[config.mk]
export PLATFORM = sky130hd
export DESIGN_NAME = oven_cook_controller_core
export DESIGN_NICKNAME = d
export VERILOG_FILES = /design/src/rtl/core/ock_pkg.sv /design/src/rtl/core/ock_cfg_regs.sv /design/src/rtl/core/ock_ctrl.sv /design/src/rtl/core/oven_cook_controller_core.sv
export SDC_FILE = /design/constraint.sdc
export NUM_CORES = 1
export LEC_CHECK = 0
export CORE_ASPECT_RATIO = 1.1
export CORE_MARGIN = 8
export CORE_UTILIZATION = 25
export CTS_CLUSTER_DIAMETER = 150
export DETAILED_ROUTE_END_ITERATION = 7
export DONT_BUFFER_PORTS = 1
export SLEW_MARGIN = 20
export SYNTH_ARGS = -nofsm -noshare
export SYNTH_HDL_FRONTEND = slang
export SYNTH_SLANG_ARGS = --single-unit
[constraint.sdc]
create_clock -name clk -period 4.4 [get_ports clk]
set_input_delay 0.44 -clock clk [delete_from_list [all_inputs] [get_ports clk]]
set_output_delay 0.44 -clock clk [all_outputs]
set_load 0.05 [all_outputs]
[src/rtl/core/ock_pkg.sv]
// ----------------------------------------------------------------------------
// ock_pkg
// Shared types, codes and helper functions for the oven cook controller.
// ----------------------------------------------------------------------------
`default_nettype none

package ock_pkg;

    // event codes
    localparam logic [2:0] CMD_HALF_TICK   = 3'd0;
    localparam logic [2:0] CMD_PRESS_TICK  = 3'd1;
    localparam logic [2:0] CMD_KNOB        = 3'd2;
    localparam logic [2:0] CMD_SELECT_DOWN = 3'd3;
    localparam logic [2:0] CMD_SELECT_UP   = 3'd4;
    localparam logic [2:0] CMD_START_DOWN  = 3'd5;
    localparam logic [2:0] CMD_START_UP    = 3'd6;

    // cook modes
    localparam logic [1:0] MODE_BAKE  = 2'd0;
    localparam logic [1:0] MODE_TOAST = 2'd1;
    localparam logic [1:0] MODE_BROIL = 2'd2;

    // phase codes reported on the result
    localparam logic [1:0] PHASE_SETUP  = 2'd0;
    localparam logic [1:0] PHASE_COOK   = 2'd1;
    localparam logic [1:0] PHASE_CANCEL = 2'd2;
    localparam logic [1:0] PHASE_SELECT = 2'd3;

    // configuration register indexes
    localparam logic [1:0] CFG_HOLD_TICKS = 2'd0;
    localparam logic [1:0] CFG_BAKE_TEMP  = 2'd1;
    localparam logic [1:0] CFG_BROIL_TEMP = 2'd2;

    // configuration reset values
    localparam logic [4:0] HOLD_TICKS_RESET = 5'd5;
    localparam logic [9:0] BAKE_TEMP_RESET  = 10'd350;
    localparam logic [9:0] BROIL_TEMP_RESET = 10'd500;

    localparam logic [9:0] KNOB_OFFSET = 10'd300;
    localparam logic [4:0] PRESS_MAX   = 5'd31;

    typedef struct packed {
        logic [2:0] cmd;
        logic [7:0] knob_value;
    } item_t;

    typedef struct packed {
        logic [4:0] hold_ticks;
        logic [9:0] bake_default_temp;
        logic [9:0] broil_temp;
    } cfg_t;

    typedef struct packed {
        logic [1:0] phase;
        logic [1:0] mode;
        logic       adjusting_temp;
        logic [2:0] minutes;
        logic [5:0] seconds;
        logic [9:0] temperature;
        logic       top_heater;
        logic       bottom_heater;
        logic [7:0] leds;
    } result_t;

    typedef struct packed {
        logic [2:0] minutes;
        logic [5:0] seconds;
    } mmss_t;

    // split 0..255 seconds into minutes and seconds by constant compares
    function automatic mmss_t split_secs(input logic [7:0] s);
        mmss_t r;
        if (s >= 8'd240)
        begin
            r.minutes = 3'd4;
            r.seconds = 6'(s - 8'd240);
        end
        else if (s >= 8'd180)
        begin
            r.minutes = 3'd3;
            r.seconds = 6'(s - 8'd180);
        end
        else if (s >= 8'd120)
        begin
            r.minutes = 3'd2;
            r.seconds = 6'(s - 8'd120);
        end
        else if (s >= 8'd60)
        begin
            r.minutes = 3'd1;
            r.seconds = 6'(s - 8'd60);
        end
        else
        begin
            r.minutes = 3'd0;
            r.seconds = s[5:0];
        end
        return r;
    endfunction

    // progress bar: bit i lit (i >= 1) when 8*r exceeds i*t, bit 0 lit; all dark if r or t is 0
    function automatic logic [7:0] bar_of(input logic [8:0] r, input logic [8:0] t);
        logic [7:0]  bar;
        logic [11:0] r8;
        r8  = {r, 3'b000};
        bar = 8'h01;
        for (int i = 1; i < 8; i++)
        begin
            bar[i] = r8 > 12'({3'b000, t} * 12'(i));
        end
        if (r == 9'd0 || t == 9'd0)
        begin
            bar = 8'h00;
        end
        return bar;
    endfunction

endpackage

`default_nettype wire

[src/rtl/core/ock_cfg_regs.sv]
// ----------------------------------------------------------------------------
// ock_cfg_regs
// Configuration register file, write only.
// ----------------------------------------------------------------------------
`default_nettype none

module ock_cfg_regs
(
    input  wire logic         clk,
    input  wire logic         rst_n,
    input  wire logic         cfg_we,
    input  wire logic [1:0]   cfg_index,
    input  wire logic [9:0]   cfg_data,
    output ock_pkg::cfg_t     cfg
);

    ock_pkg::cfg_t cfg_reg;
    ock_pkg::cfg_t cfg_next;

    always_comb
    begin
        cfg_next = cfg_reg;
        if (cfg_we)
        begin
            unique case (cfg_index)
                ock_pkg::CFG_HOLD_TICKS: cfg_next.hold_ticks        = cfg_data[4:0];
                ock_pkg::CFG_BAKE_TEMP:  cfg_next.bake_default_temp = cfg_data;
                ock_pkg::CFG_BROIL_TEMP: cfg_next.broil_temp        = cfg_data;
                default:                 cfg_next = cfg_reg;
            endcase
        end
    end

    always_ff @(posedge clk or negedge rst_n)
    begin
        if (!rst_n)
        begin
            cfg_reg.hold_ticks        <= ock_pkg::HOLD_TICKS_RESET;
            cfg_reg.bake_default_temp <= ock_pkg::BAKE_TEMP_RESET;
            cfg_reg.broil_temp        <= ock_pkg::BROIL_TEMP_RESET;
        end
        else
        begin
            cfg_reg <= cfg_next;
        end
    end

    assign cfg = cfg_reg;

endmodule

`default_nettype wire

[src/rtl/core/ock_ctrl.sv]
// ----------------------------------------------------------------------------
// ock_ctrl
// Controller state and the single-pass event logic that updates it.
// ----------------------------------------------------------------------------
`default_nettype none

module ock_ctrl
(
    input  wire logic           clk,
    input  wire logic           rst_n,
    input  wire logic           step,
    input  ock_pkg::item_t      item,
    input  ock_pkg::cfg_t       cfg,
    output ock_pkg::result_t    result
);

    typedef enum logic [3:0] {
        ST_SETUP  = 4'b0001,
        ST_COOK   = 4'b0010,
        ST_CANCEL = 4'b0100,
        ST_SELECT = 4'b1000
    } state_t;

    state_t        state_reg,         state_next;
    logic [1:0]    mode_reg,          mode_next;
    logic          temp_sel_reg,      temp_sel_next;
    logic [2:0]    set_min_reg,       set_min_next;
    logic [5:0]    set_sec_reg,       set_sec_next;
    logic [9:0]    set_temp_reg,      set_temp_next;
    logic [8:0]    total_reg,         total_next;
    logic [8:0]    remain_reg,        remain_next;
    logic [4:0]    press_reg,         press_next;
    logic          heating_reg,       heating_next;
    logic [7:0]    led_reg,           led_next;

    ock_pkg::mmss_t knob_split;
    ock_pkg::mmss_t remain_split;
    logic [8:0]     remain_dec;
    logic [4:0]     press_inc;
    logic [8:0]     set_total_secs;
    logic [1:0]     phase;

    assign knob_split     = ock_pkg::split_secs(item.knob_value);
    assign remain_dec     = remain_reg - 9'd1;
    assign remain_split   = ock_pkg::split_secs(remain_dec[8:1]);
    assign press_inc      = (press_reg < ock_pkg::PRESS_MAX) ? press_reg + 5'd1 : press_reg;
    assign set_total_secs = 9'(9'(set_min_reg) * 9'd60 + 9'(set_sec_reg));

    always_comb
    begin
        state_next    = state_reg;
        mode_next     = mode_reg;
        temp_sel_next = temp_sel_reg;
        set_min_next  = set_min_reg;
        set_sec_next  = set_sec_reg;
        set_temp_next = set_temp_reg;
        total_next    = total_reg;
        remain_next   = remain_reg;
        press_next    = press_reg;
        heating_next  = heating_reg;
        led_next      = led_reg;

        case (item.cmd)
            ock_pkg::CMD_HALF_TICK:
            begin
                if (heating_reg && remain_reg != 9'd0)
                begin
                    remain_next = remain_dec;
                    if (!remain_dec[0])
                    begin
                        set_min_next = remain_split.minutes;
                        set_sec_next = remain_split.seconds;
                    end
                    if (remain_dec == 9'd0)
                    begin
                        // finished: back to setup
                        heating_next  = 1'b0;
                        led_next      = 8'h00;
                        temp_sel_next = 1'b0;
                        state_next    = ST_SETUP;
                        if (mode_reg == ock_pkg::MODE_BAKE)
                        begin
                            set_temp_next = cfg.bake_default_temp;
                        end
                    end
                    else
                    begin
                        led_next = ock_pkg::bar_of(remain_dec, total_reg);
                    end
                end
            end
            ock_pkg::CMD_PRESS_TICK:
            begin
                press_next = press_inc;
                if (press_inc >= cfg.hold_ticks)
                begin
                    if (state_reg == ST_SELECT)
                    begin
                        if (mode_reg == ock_pkg::MODE_BAKE)
                        begin
                            temp_sel_next = ~temp_sel_reg;
                        end
                        state_next = ST_SETUP;
                    end
                    else if (state_reg == ST_CANCEL)
                    begin
                        heating_next  = 1'b0;
                        led_next      = 8'h00;
                        temp_sel_next = 1'b0;
                        state_next    = ST_SETUP;
                        if (mode_reg == ock_pkg::MODE_BAKE)
                        begin
                            set_temp_next = cfg.bake_default_temp;
                        end
                    end
                end
            end
            ock_pkg::CMD_KNOB:
            begin
                if (state_reg == ST_SETUP)
                begin
                    if (temp_sel_reg)
                    begin
                        set_temp_next = {2'b00, item.knob_value} + ock_pkg::KNOB_OFFSET;
                    end
                    else
                    begin
                        set_min_next = knob_split.minutes;
                        set_sec_next = knob_split.seconds;
                    end
                end
            end
            ock_pkg::CMD_SELECT_DOWN:
            begin
                if (state_reg == ST_SETUP)
                begin
                    press_next = 5'd0;
                    state_next = ST_SELECT;
                end
            end
            ock_pkg::CMD_SELECT_UP:
            begin
                if (state_reg == ST_SELECT && press_reg < cfg.hold_ticks)
                begin
                    // short press: cycle the mode
                    case (mode_reg)
                        ock_pkg::MODE_BAKE:
                        begin
                            set_temp_next = cfg.bake_default_temp;
                            mode_next     = ock_pkg::MODE_TOAST;
                        end
                        ock_pkg::MODE_TOAST:
                        begin
                            mode_next = ock_pkg::MODE_BROIL;
                        end
                        default:
                        begin
                            set_temp_next = cfg.bake_default_temp;
                            mode_next     = ock_pkg::MODE_BAKE;
                        end
                    endcase
                    set_min_next  = 3'd0;
                    set_sec_next  = 6'd1;
                    temp_sel_next = 1'b0;
                    state_next    = ST_SETUP;
                end
            end
            ock_pkg::CMD_START_DOWN:
            begin
                if (state_reg == ST_SETUP)
                begin
                    if (set_total_secs != 9'd0)
                    begin
                        total_next   = {set_total_secs[7:0], 1'b0};
                        remain_next  = {set_total_secs[7:0], 1'b0};
                        heating_next = 1'b1;
                        led_next     = 8'hFF;
                        state_next   = ST_COOK;
                    end
                end
                else if (state_reg == ST_COOK)
                begin
                    press_next = 5'd0;
                    state_next = ST_CANCEL;
                end
            end
            ock_pkg::CMD_START_UP:
            begin
                if (state_reg == ST_CANCEL)
                begin
                    state_next = ST_COOK;
                end
            end
            default:
            begin
                state_next = state_reg;
            end
        endcase
    end

    always_ff @(posedge clk or negedge rst_n)
    begin
        if (!rst_n)
        begin
            state_reg    <= ST_SETUP;
            mode_reg     <= ock_pkg::MODE_BAKE;
            temp_sel_reg <= 1'b0;
            set_min_reg  <= 3'd0;
            set_sec_reg  <= 6'd0;
            set_temp_reg <= ock_pkg::BAKE_TEMP_RESET;
            total_reg    <= 9'd0;
            remain_reg   <= 9'd0;
            press_reg    <= 5'd0;
            heating_reg  <= 1'b0;
            led_reg      <= 8'h00;
        end
        else if (step)
        begin
            state_reg    <= state_next;
            mode_reg     <= mode_next;
            temp_sel_reg <= temp_sel_next;
            set_min_reg  <= set_min_next;
            set_sec_reg  <= set_sec_next;
            set_temp_reg <= set_temp_next;
            total_reg    <= total_next;
            remain_reg   <= remain_next;
            press_reg    <= press_next;
            heating_reg  <= heating_next;
            led_reg      <= led_next;
        end
    end

    always_comb
    begin
        unique case (state_next)
            ST_SETUP:  phase = ock_pkg::PHASE_SETUP;
            ST_COOK:   phase = ock_pkg::PHASE_COOK;
            ST_CANCEL: phase = ock_pkg::PHASE_CANCEL;
            ST_SELECT: phase = ock_pkg::PHASE_SELECT;
            default:   phase = ock_pkg::PHASE_SETUP;
        endcase
    end

    // result reflects the state after this event
    always_comb
    begin
        result.phase          = phase;
        result.mode           = mode_next;
        result.adjusting_temp = temp_sel_next;
        result.minutes        = set_min_next;
        result.seconds        = set_sec_next;
        result.temperature    = (mode_next == ock_pkg::MODE_BROIL) ? cfg.broil_temp
                                                                   : set_temp_next;
        result.top_heater     = heating_next && (mode_next != ock_pkg::MODE_TOAST);
        result.bottom_heater  = heating_next && (mode_next != ock_pkg::MODE_BROIL);
        result.leds           = led_next;
    end

`ifndef ASSERT_OFF
    a_heat_phase: assert property (@(posedge clk) disable iff (!rst_n)
        heating_reg |-> (state_reg == ST_COOK || state_reg == ST_CANCEL))
        else $error("heater on outside cooking");

    a_led_idle: assert property (@(posedge clk) disable iff (!rst_n)
        !heating_reg |-> (led_reg == 8'h00))
        else $error("progress bar lit while idle");

    a_remain_le_total: assert property (@(posedge clk) disable iff (!rst_n)
        remain_reg <= total_reg)
        else $error("remaining time exceeds total");

    a_time_range: assert property (@(posedge clk) disable iff (!rst_n)
        (set_sec_reg <= 6'd59) && (set_min_reg <= 3'd4))
        else $error("set time out of range");
`endif

endmodule

`default_nettype wire

[src/rtl/core/oven_cook_controller_core.sv]
// ----------------------------------------------------------------------------
// oven_cook_controller_core
// Event driven oven controller: mode, time, temperature, countdown, heaters.
// ----------------------------------------------------------------------------
// Pipeline: an accepted event goes to the input register, then its result
//   beat to the result register, which drives the result stream.
// Throughput: one event per cycle unless the output stalls, set by the single
//   pass of event logic between the input register and the result register.
// Reset: rst_n is asynchronous, active low; clears the pipeline and loads
//   setup phase, bake mode, zero time, 350 degrees and default config.
`default_nettype none

module oven_cook_controller_core
(
    input  wire logic        clk,
    input  wire logic        rst_n,

    // event stream
    input  wire logic        s_tvalid,
    output      logic        s_tready,
    input  wire logic [7:0]  s_tdata,   // [7:0] knob_value
    input  wire logic [2:0]  s_tuser,   // [2:0] cmd

    // result stream
    output      logic        m_tvalid,
    input  wire logic        m_tready,
    output      logic [39:0] m_tdata,   // [1:0] phase, [3:2] mode, [4] adjusting_temp,
                                        // [7:5] minutes, [13:8] seconds,
                                        // [23:14] temperature, [24] top_heater,
                                        // [25] bottom_heater, [33:26] leds, rest zero

    // configuration write port
    input  wire logic        cfg_we,
    input  wire logic [1:0]  cfg_index,
    input  wire logic [9:0]  cfg_data
);

    ock_pkg::cfg_t    cfg;
    ock_pkg::item_t   item_reg;
    logic             in_valid_reg;
    ock_pkg::result_t result;
    ock_pkg::result_t out_reg;
    logic             out_valid_reg;
    logic             advance;
    logic             step;

    // Output stage moves when empty or when the consumer takes the beat.
    assign advance  = !out_valid_reg || m_tready;
    // Input stage takes a beat when empty or when its item moves on.
    assign s_tready = !in_valid_reg || advance;
    // An item is applied to the controller state as it moves to the output.
    assign step     = in_valid_reg && advance;

    ock_cfg_regs u_cfg
    (
        .clk       (clk),
        .rst_n     (rst_n),
        .cfg_we    (cfg_we),
        .cfg_index (cfg_index),
        .cfg_data  (cfg_data),
        .cfg       (cfg)
    );

    ock_ctrl u_ctrl
    (
        .clk    (clk),
        .rst_n  (rst_n),
        .step   (step),
        .item   (item_reg),
        .cfg    (cfg),
        .result (result)
    );

    // input register: control
    always_ff @(posedge clk or negedge rst_n)
    begin
        if (!rst_n)
        begin
            in_valid_reg <= 1'b0;
        end
        else if (s_tready)
        begin
            in_valid_reg <= s_tvalid;
        end
    end

    // input register: payload, hold while stalled
    always_ff @(posedge clk)
    begin
        if (s_tready && s_tvalid)
        begin
            item_reg.cmd        <= s_tuser;
            item_reg.knob_value <= s_tdata;
        end
    end

    // result register: control
    always_ff @(posedge clk or negedge rst_n)
    begin
        if (!rst_n)
        begin
            out_valid_reg <= 1'b0;
        end
        else if (advance)
        begin
            out_valid_reg <= in_valid_reg;
        end
    end

    // result register: payload, capture the post-event view
    always_ff @(posedge clk)
    begin
        if (step)
        begin
            out_reg <= result;
        end
    end

    assign m_tvalid = out_valid_reg;
    assign m_tdata  = {6'b000000,
                       out_reg.leds,
                       out_reg.bottom_heater,
                       out_reg.top_heater,
                       out_reg.temperature,
                       out_reg.seconds,
                       out_reg.minutes,
                       out_reg.adjusting_temp,
                       out_reg.mode,
                       out_reg.phase};

endmodule

`default_nettype wire

==> flow_metrics.env, run 1 <==
export IMPL_status="finished clean"
export IMPL_synth_common_cells="ha_1, o21ai_0, nand2_1, nor2_1, inv_1"
export IMPL_final_max_slew_violation_count=0
export IMPL_synthFlopType="dfrtp_1"
export IMPL_peakVddDrop_v=0.000277
export IMPL_grt_pass1_wl_um=50200
export IMPL_clk_path_buf_depth=2
export IMPL_die_area_mm2=0.0492
export IMPL_synth_area_mm2=0.0106
export IMPL_finalWirelength_um=31600
export IMPL_synthAdderAreaFrac_pct=17.7
export IMPL_pwr_density_cell_mw_per_mm2=291
export IMPL_multi_input_area_mm2=0.00671
export IMPL_p_total_mw=3.50
export IMPL_place_area_mm2=0.0114
export IMPL_synth_edf_count=45
export IMPL_nNetsFinal=1297
export IMPL_crit_chain="fa_1, ha_1, a21o_1, a21oi_1, o21bai_1, a21oi_1, o21bai_1, a21oi_1, xor2_1, ha_1, and4_1, nand2_1, or3_1, a31oi_2, nand2_1"
export IMPL_setup_viol=0
export IMPL_p_int_mw=2.40
export IMPL_vias=8855
export IMPL_synth_distinct_cells=96
export IMPL_synth_top_family_by_area="compound AO/OA/AOI/OAI gates"
export IMPL_grt_pass1_vias=8826
export IMPL_worstPathArrival_ns=4.32
export IMPL_drcViolationCount=0
export IMPL_crit_path_frequent_cell="a21oi_1"
export IMPL_final_core_util_pct=28.6
export IMPL_drive_gt1_share_pct=13.8
export IMPL_synth_top_area_share_pct=14.9
export IMPL_cts_buffers=17
export IMPL_setup_tns_ns=0
export IMPL_p_leak_nw=5.12
export IMPL_required_ns=4.58
export IMPL_grt_setup_unrepaired="false"
export IMPL_yosys_area_top_type="dfrtp_1"
export IMPL_io_buffers=0
export IMPL_ys_ff_latch=129
export IMPL_place_ws_ns=0.244
export IMPL_slowest_delay_ns=0.56
export IMPL_crit_fanout=8
export IMPL_grt_usage_pct=12.9
export IMPL_core_mm2=0.0420
export IMPL_period_share_pct=94.2
export IMPL_hold_viol_final=0
export IMPL_cts_sinks=129
export IMPL_p_sw_mw=1.10
export IMPL_synth_seq_area_share_pct=32.9
export IMPL_synth_area_per_cell_um2=9.53
export IMPL_start_util_pct=25.2
export IMPL_gp_congestion=0.880
export IMPL_cts_tree="yes"
export IMPL_seqCellArea_mm2=0.00348
export IMPL_synth_area_mux_share_pct=4.60
export IMPL_synthCells=1111
export IMPL_relSlewSlack_pct=38.6
export IMPL_hpwl_um=23700
export IMPL_die_y_um=232
export IMPL_first_pass_iters=6
export IMPL_htree_levels=4
export IMPL_grt_max_degree=85
export IMPL_synthXorXnorAreaFrac_pct=3.62
export IMPL_async_flop_share_pct=65.1
export IMPL_crit_path_start_kind="flop"
export IMPL_ys_top_cells_by_area="dfrtp_1, ha_1, edfxtp_1"
export IMPL_place_inst=1675
export IMPL_cts_root_buf="clkbuf_16"
export IMPL_cap_violations=0
export IMPL_ys_warn_count=0
export IMPL_overflow=0
export IMPL_cts_setup_buffers=0
export IMPL_worstMarginPinSlew_ns=0.922
export IMPL_drtIter0Drc=668
export IMPL_wl_per_cell_um=18.5
export IMPL_seq_power_share_pct=45.7
export IMPL_hold_ws_ns=0.0945
export IMPL_nFillCells=4421
export IMPL_endpoint_kind="flop"
export IMPL_synth_simple_area_share_pct=14.9
export IMPL_rows=79
export IMPL_critPathSlowestCell="dfrtp_1"
export IMPL_min_path_type="input port to flop"
export IMPL_switching_share_pct=31.4
export IMPL_largest_register_ffs=34
export IMPL_ant_nets=0
export IMPL_area_growth_pct=13.4
export IMPL_p_comb_share_pct=13.1
export IMPL_clk_pin_slew_ns=0.07
export IMPL_crit_type="flop to flop"
export IMPL_final_area_mm2=0.0120
export IMPL_antenna_found_initial=0
export IMPL_ioPinCount=70
export IMPL_routed_via_density=5.18
export IMPL_clock_skew_ns=0.0132
export IMPL_clk_latency_ns=0.44
export IMPL_synth_compound_area_share_pct=22.2
export IMPL_power_frac_clock_pct=41.2
export IMPL_max_freq_ghz=0.241
export IMPL_period_needed_ns=4.14
export IMPL_synth_most_common_cell="ha_1"
export IMPL_die_x_um=212
export IMPL_worst_slack_ns=0.257
export IMPL_layout_cells_non_filler=1709
export IMPL_antenna_cells=0
==> layout make-up <==
class	count	share of cell area, %
multi-input combinational	881	55.9
sequential	129	29.0
inverter	67	2.09
clock buffer	20	3.99
clock inverter	12	0.886
tap	567	5.91
timing repair buffer	33	2.25
==> cell usage in the layout (no fill, tap or decap), drive strengths merged, types with 7 or more instances in the layout <==
cell / n
ha: 125
o21ai: 96
nand2: 88
inv: 77
nor2: 71
a21oi: 64
dfrtp: 63
edfxtp: 45
mux2: 37
buf: 32
nand3: 30
a21o: 26
xnor2: 26
a211oi: 23
o31ai: 22
dfstp: 21
clkbuf: 20
a31oi: 18
nor3: 17
fa: 15
nand2b: 13
nand4: 12
nor2b: 11
xor2: 9
o21bai: 9
a221oi: 9
nor4: 9
o21a: 8
and2: 8
and3: 7
nand3b: 7
o211ai: 7
mux2i: 7
==> final timing paths <==
| check | startpoint | to | slack (ns) | cells after the start |
|---|---|---|---|---|
| worst min register to register | u_ctrl.set_temp_reg[8] | u_ctrl.set_temp_reg[8] | 0.49 | 2 |
| worst max register to register | u_ctrl.total_reg[4] | m_tdata[33] | 0.26 | 15 |
| max in group asynchronous | rst_n | u_ctrl.total_reg[2] | 3.38 | 2 |
| worst max-delay path | u_ctrl.total_reg[4] | m_tdata[33] | 0.26 | 15 |
| min in group asynchronous | rst_n | u_ctrl.set_temp_reg[7] | 0.66 | 2 |
| worst min-delay path | s_tuser[2] | item_reg[10] | 0.09 | 0 |
==> metal layers <==
layer,global-route usage (%),up-vias,part of all wire (%)
li1,-,4202,-
met1,16.0,4279,43
met2,21.4,303,48
met3,2.86,71,5.6
met4,5.20,0,3.4
met5,0,-,0
==> power groups by stage <==
stage	Sequential, mW	Clock [mW]	Combinational (mW)
5_1_grt	1.62	1.51	0.518
4_1_cts	1.60	1.46	0.462
2_1_floorplan	1.57	0	0.355
6_report	1.60	1.44	0.459
3_5_place_dp	1.62	0	0.438
3_3_place_gp	1.62	0	0.424
==> critical path: cells and delay by family (launching register included) <==
family	cells	cell delay, ns
compound gates	7	1.31
fa+ha+maj	3	1.14
simple gates	4	0.78
flops	1	0.56
xor+xnor	1	0.09
==> logic make-up (layout without fill, tap and decap cells) <==
group | count (synthesis) | after routing
flops | 129 | 129
compound gates | 345 | 345
mux | 44 | 44
other cells | 1 | 6
buf+inv | 106 | 132
simple gates | 307 | 307
xor+xnor | 38 | 38
fa+ha+maj | 141 | 141
==> what timing repair did <==
action                     in CTS  in global routing
setup endpoints to repair       0                  2
resized for setup               0                  2
hold buffers                    2                  0
hold endpoints to repair       84                  0
Power figures use the tool's default switching activity.
==> inputs of run 2 (changes only) <==
--- a/config.mk
+++ b/config.mk
@@ -11,6 +11,7 @@
 export CTS_CLUSTER_DIAMETER = 150
 export DETAILED_ROUTE_END_ITERATION = 7
 export DONT_BUFFER_PORTS = 1
+export REMOVE_ABC_BUFFERS = 1
 export SLEW_MARGIN = 20
 export SYNTH_ARGS = -nofsm -noshare
 export SYNTH_HDL_FRONTEND = slang
==> flow_metrics.env, run 2 (synthesis gave the netlist of run 1 again) <==
export IMPL_grt_pass1_wl_um=50700
export IMPL_crit_chain="inv_1, fa_1, inv_1, ha_1, inv_1, fa_1, inv_1, ha_1, a21oi_1, nor2_1, a32o_1, a311o_1, a311o_1, nor4_1"
export IMPL_cts_setup_buffers=0
export IMPL_period_share_pct=95.4
export IMPL_drcViolationCount=0
export IMPL_start_util_pct=25.2
export IMPL_die_area_mm2=0.0492
export IMPL_grtUsageMet1_pct=16.9
export IMPL_setup_viol=0
export IMPL_drtIter0Drc=639
export IMPL_min_path_type="input port to flop"
export IMPL_endpoint_kind="flop"
export IMPL_final_common_cell="ha_1"
export IMPL_wl_per_cell_um=18.9
export IMPL_grt_max_degree=85
export IMPL_io_buffers=0
export IMPL_worstPathArrival_ns=4.42
export IMPL_area_growth_pct=13.6
export IMPL_pwr_density_cell_mw_per_mm2=296
export IMPL_final_cell_mix="ha_1, o21ai_0, nand2_1"
export IMPL_p_leak_nw=5.14
export IMPL_grt_busiest_layer="met2"
export IMPL_crit_type="flop to flop"
export IMPL_grt_use_met3_pct=2.81
export IMPL_relSlewSlack_pct=31.9
export IMPL_grt_setup_unrepaired="false"
export IMPL_ant_nets=0
export IMPL_htree_levels=4
export IMPL_final_area_mm2=0.0120
export IMPL_grt_usage_pct=13.1
export IMPL_cts_tree="yes"
export IMPL_die_y_um=232
export IMPL_cap_violations=0
export IMPL_status="finished clean"
export IMPL_clk_pin_slew_ns=0.07
export IMPL_place_inst=1679
export IMPL_first_pass_iters=6
export IMPL_period_needed_ns=4.20
export IMPL_core_mm2=0.0420
export IMPL_routed_via_density=5.15
export IMPL_gp_congestion=0.901
export IMPL_critPathSlowestCell="fa_1"
export IMPL_clk_path_buf_depth=2
export IMPL_ioPinCount=70
export IMPL_grt_pass1_vias=8861
export IMPL_place_area_mm2=0.0114
export IMPL_required_ns=4.63
export IMPL_crit_path_frequent_cell="inv_1"
export IMPL_peakVddDrop_v=0.000264
export IMPL_cts_root_buf="clkbuf_16"
export IMPL_clk_latency_ns=0.44
export IMPL_largest_register_ffs=34
export IMPL_final_max_slew_violation_count=0
export IMPL_cp_top_family="adder cells"
export IMPL_rows=79
export IMPL_hold_viol_final=0
export IMPL_cts_buffers=17
export IMPL_worstMarginPinSlew_ns=1.02
export IMPL_grt_use_met2_pct=21.6
export IMPL_antenna_cells=0
export IMPL_layout_cells_non_filler=1713
export IMPL_crit_fanout=5
export IMPL_finalWirelength_um=32400
export IMPL_nNetsFinal=1301
export IMPL_clock_skew_ns=0.0178
export IMPL_hpwl_um=24500
export IMPL_cts_sinks=129
export IMPL_drive_gt1_share_pct=14.2
export IMPL_antenna_found_initial=0
export IMPL_die_x_um=212
export IMPL_overflow=0
export IMPL_max_freq_ghz=0.238
export IMPL_crit_path_start_kind="flop"
export IMPL_path_buf_inv=4
export IMPL_vias=8820
export IMPL_slowest_delay_ns=0.49
[run 2: layout make-up]
cell class / instances / area [um^2]
inverters: 67 / 251
clock buffers: 18 / 439
multi-input cells: 881 / 6690
well taps: 567 / 709
clock inverters: 14 / 156
fillers: 4394 / 30000
flip-flops and latches: 129 / 3480
repair buffers: 37 / 300
[run 2: worst paths after layout]
| check | cells after the start | endpoint | slack, ns | start |
|---|---|---|---|---|
| worst max-delay path | 14 | m_tdata[0] | 0.20 | u_ctrl.set_min_reg[1] |
| worst min-delay path | 0 | item_reg[1] | 0.1 | s_tdata[1] |
| worst max register to register | 14 | m_tdata[0] | 0.20 | u_ctrl.set_min_reg[1] |
| worst min register to register | 2 | u_ctrl.set_temp_reg[8] | 0.49 | u_ctrl.set_temp_reg[8] |
| max in group asynchronous | 2 | u_ctrl.set_temp_reg[8] | 3.40 | rst_n |
| min in group asynchronous | 2 | u_ctrl.total_reg[5] | 0.60 | rst_n |
[run 2: metal layers]
metal / vias up / wire, um
li1: 4192 / -
met1: 4321 / 14400
met2: 263 / 15300
met3: 44 / 1940
met4: 0 / 760
met5: - / 0
[run 2: power by group]
group          switching, mW  total, mW  internal (mW)
logic                  0.281      0.471          0.190
registers              0.201       1.60           1.40
clock network          0.669       1.49          0.826
[run 2: through the flow]
step	worst slack, ns	setup TNS [ns]	total power [mW]	hold slack (ns)	utilization [%]
after global placement	0.436	0	2.06	0.155	27.1
final	0.202	0	3.57	0.0994	28.6
after global routing	0.0145	0	3.71	0.0791	28.6
after floorplan	-0.317	-4.03	1.92	0.144	-
after CTS	0.193	0	3.60	0.0789	28.6
after detailed placement	0.217	0	2.07	0.155	27.1
[run 2: timing repair]
| action | in CTS | in global routing |
|---|---|---|
| resized for setup | 0 | 2 |
| endpoints found under the hold margin | 84 | 0 |
| hold buffers | 2 | 0 |
| endpoints found under the setup margin | 0 | 1 |
==> inputs of run 3 (changes only) <==
--- a/config.mk
+++ b/config.mk
@@ -15,4 +15,5 @@
 export SLEW_MARGIN = 20
 export SYNTH_ARGS = -nofsm -noshare
 export SYNTH_HDL_FRONTEND = slang
+export SYNTH_HIERARCHICAL = 1
 export SYNTH_SLANG_ARGS = --single-unit
==> flow_metrics.env, run 3 <==
export IMPL_setup_viol=0
export IMPL_status="finished clean"
export IMPL_nNetsFinal=1341
export IMPL_synth_area_mm2=0.0108
export IMPL_grt_usage_pct=12.5
export IMPL_overflow=0
export IMPL_final_cell_mix="ha_1, a21oi_1, nand2_1"
export IMPL_grt_pass1_wl_um=50500
export IMPL_crit_type="flop to flop"
export IMPL_synthCells=1164
export IMPL_ant_nets=0
export IMPL_peakVddDrop_v=0.000399
export IMPL_synth_top_area_share_pct=14.6
export IMPL_seqCellArea_mm2=0.00348
export IMPL_cts_sinks=129
export IMPL_synthXorXnorAreaFrac_pct=3.20
export IMPL_setup_tns_ns=0
export IMPL_cts_root_buf="clkbuf_16"
export IMPL_cts_buffers=17
export IMPL_hpwl_um=24000
export IMPL_synthFlopType="dfrtp_1"
export IMPL_place_area_mm2=0.0115
export IMPL_relSlewSlack_pct=41.2
export IMPL_synth_common_cells="ha_1, a21oi_1, nand2_1, nor2_1, o21ai_0"
export IMPL_area_growth_pct=12.8
export IMPL_ys_ff_latch=129
export IMPL_wl_per_cell_um=18.0
export IMPL_largest_register_ffs=34
export IMPL_r2r_slack_ns=0.27
export IMPL_start_util_pct=25.1
export IMPL_rows=80
export IMPL_reg2reg_depth=17
export IMPL_period_share_pct=93.8
export IMPL_period_needed_ns=4.13
export IMPL_multi_input_area_mm2=0.00683
export IMPL_synth_top_family_by_area="compound AO/OA/AOI/OAI gates"
export IMPL_place_ws_ns=-0.115
export IMPL_drive_gt1_share_pct=13.2
export IMPL_cts_tree="yes"
export IMPL_hold_viol_final=0
export IMPL_worst_r2r_endpoint="m_tdata[31]"
export IMPL_crit_chain="inv_1, fa_1, inv_1, ha_1, inv_1, fa_1, inv_1, ha_1, o21a_1, a21oi_1, o211a_1, nor4_2, a211oi_4, buf_12, buf_4, a31oi_1, nand2_1"
export IMPL_synth_edf_count=45
export IMPL_grt_setup_unrepaired="false"
export IMPL_holdPathEnd="item_reg[3]"
export IMPL_die_y_um=234
export IMPL_die_area_mm2=0.0500
export IMPL_ioPinCount=70
export IMPL_crit_path_frequent_cell="inv_1"
export IMPL_final_core_util_pct=28.3
export IMPL_antenna_found_initial=0
export IMPL_worst_slack_ns=0.274
export IMPL_crit_path_start_kind="flop"
export IMPL_clock_skew_ns=0.0183
export IMPL_grt_pass1_vias=8873
export IMPL_yosys_area_top_type="dfrtp_1"
export IMPL_finalWirelength_um=31700
export IMPL_async_flop_share_pct=65.1
export IMPL_synth_compound_area_share_pct=21.8
export IMPL_antenna_cells=0
export IMPL_required_ns=4.57
export IMPL_ys_warn_count=6
export IMPL_clk_latency_ns=0.44
export IMPL_ys_top_cells_by_area="dfrtp_1, ha_1, edfxtp_1"
export IMPL_p_leak_nw=5.17
export IMPL_slowest_delay_ns=0.48
export IMPL_synth_area_mux_share_pct=4.26
export IMPL_synth_most_common_cell="ha_1"
export IMPL_timing_rr_start="u_ctrl/set_min_reg[1]"
export IMPL_clk_path_buf_depth=2
export IMPL_p_total_mw=10.8
export IMPL_critPathSlowestCell="fa_1"
export IMPL_pwr_density_cell_mw_per_mm2=888
export IMPL_nFillCells=4543
export IMPL_synth_distinct_cells=92
export IMPL_clk_pin_slew_ns=0.07
export IMPL_worstMarginPinSlew_ns=0.870
export IMPL_drtIter0Drc=849
export IMPL_synth_area_per_cell_um2=9.26
export IMPL_htree_levels=4
export IMPL_crit_fanout=10
export IMPL_synth_seq_area_share_pct=32.3
export IMPL_vias=9017
export IMPL_grt_max_degree=85
export IMPL_cap_violations=0
export IMPL_drcViolationCount=0
export IMPL_first_pass_iters=5
export IMPL_max_freq_ghz=0.242
export IMPL_final_area_mm2=0.0122
export IMPL_io_buffers=0
export IMPL_routed_via_density=5.12
export IMPL_min_path_cells=0
export IMPL_core_mm2=0.0429
export IMPL_endpoint_kind="flop"
export IMPL_gp_congestion=0.885
export IMPL_final_common_cell="ha_1"
export IMPL_synth_simple_area_share_pct=16.4
export IMPL_min_path_type="input port to flop"
export IMPL_worstPathArrival_ns=4.29
export IMPL_final_max_slew_violation_count=0
export IMPL_synthAdderAreaFrac_pct=17.3
export IMPL_hp_start="s_tdata[3]"
export IMPL_die_x_um=214
==> run 3: changes by cell type in the layout (fill, tap and decap cells not counted), moves of 6 or more <==
| cell | change |
|---|---|
| nor2_1 | +15 |
| nand2b_1 | +8 |
| nand2_1 | +10 |
| o22ai_1 | +11 |
| mux2_4 | +21 |
| o21ai_0 | -20 |
| a211oi_1 | -10 |
| nor3_1 | +6 |
| mux2_2 | -26 |
| a21oi_1 | +45 |
| o31ai_1 | -8 |
==> run 3: through the flow <==
| stage | instances | hold slack (ns) |
|---|---|---|
| 6_report | 1760 | 0.0996 |
| 5_1_grt | 1760 | 0.0846 |
| 4_1_cts | 1758 | 0.0890 |
| 3_5_place_dp | 1724 | 0.153 |
| 3_3_place_gp | 1724 | 0.153 |
| 2_1_floorplan | 1117 | 0.144 |
==> run 3: metal layers <==
| layer | up-vias | wire [um] | GRT usage (%) |
|---|---|---|---|
| li1 | 4285 | - | - |
| met1 | 4378 | 14400 | 16.1 |
| met2 | 305 | 15000 | 21.1 |
| met3 | 49 | 1720 | 2.43 |
| met4 | 0 | 598 | 3.52 |
| met5 | - | 0 | 0 |
==> run 3: where the power goes <==
part           internal, mW  switching (mW)
logic                  3.12            4.09
registers              1.55           0.611
clock network         0.804           0.627
total                  5.48            5.32
==> run 3: repair_timing <==
| action | 4_1_cts | 5_1_grt |
|---|---|---|
| pin swaps | 0 | 1 |
| setup buffers | 0 | 2 |
| gates cloned | 0 | 0 |
| hold buffers | 2 | 0 |
| gates resized for setup | 1 | 2 |
| setup endpoints to repair | 10 | 17 |
| endpoints found under the hold margin | 84 | 0 |
==> run 3: final cells by class <==
type / count / area share [%]
multi-input combinational: 927 / 56.2
sequential: 129 / 28.6
tap: 574 / 5.90
clock buffer: 17 / 3.50
timing repair buffer: 37 / 2.57
inverter: 61 / 1.88
clock inverter: 15 / 1.35
==> run 3: kinds of logic (layout without fill, tap and decap cells) <==
logic type	Yosys count	after routing
AOI/OAI and AO/OA	360	360
and+or+nand+nor	350	350
adders and majority gates	140	140
DFF	129	129
buffers and inverters	113	130
xor gates and xnor gates	37	37
muxes	34	34
other	1	6
==> run 3: worst max-delay path: cells and delay by family (launching register included) <==
kind	cells	cell delay [ns]
simple gates	2	0.51
compound gates	5	0.81
fa+ha+maj	4	1.44
flops	1	0.43
buf+inv	6	0.65
==> run 3: worst max-delay path by stage <==
stage          slack [ns]             startpoint                  end  cells after the start
5_1_grt              0.05  u_ctrl/set_min_reg[1]          m_tdata[31]                     17
3_3_place_gp         0.06  u_ctrl/set_min_reg[1]  u_ctrl/total_reg[4]                     14
4_1_cts              0.08  u_ctrl/set_min_reg[1]  u_ctrl/total_reg[3]                     14
2_1_floorplan        0.35   u_ctrl/remain_reg[0]          m_tdata[12]                     14
6_report             0.27  u_ctrl/set_min_reg[1]          m_tdata[31]                     17
3_5_place_dp        -0.11  u_ctrl/set_min_reg[1]  u_ctrl/total_reg[3]                     14
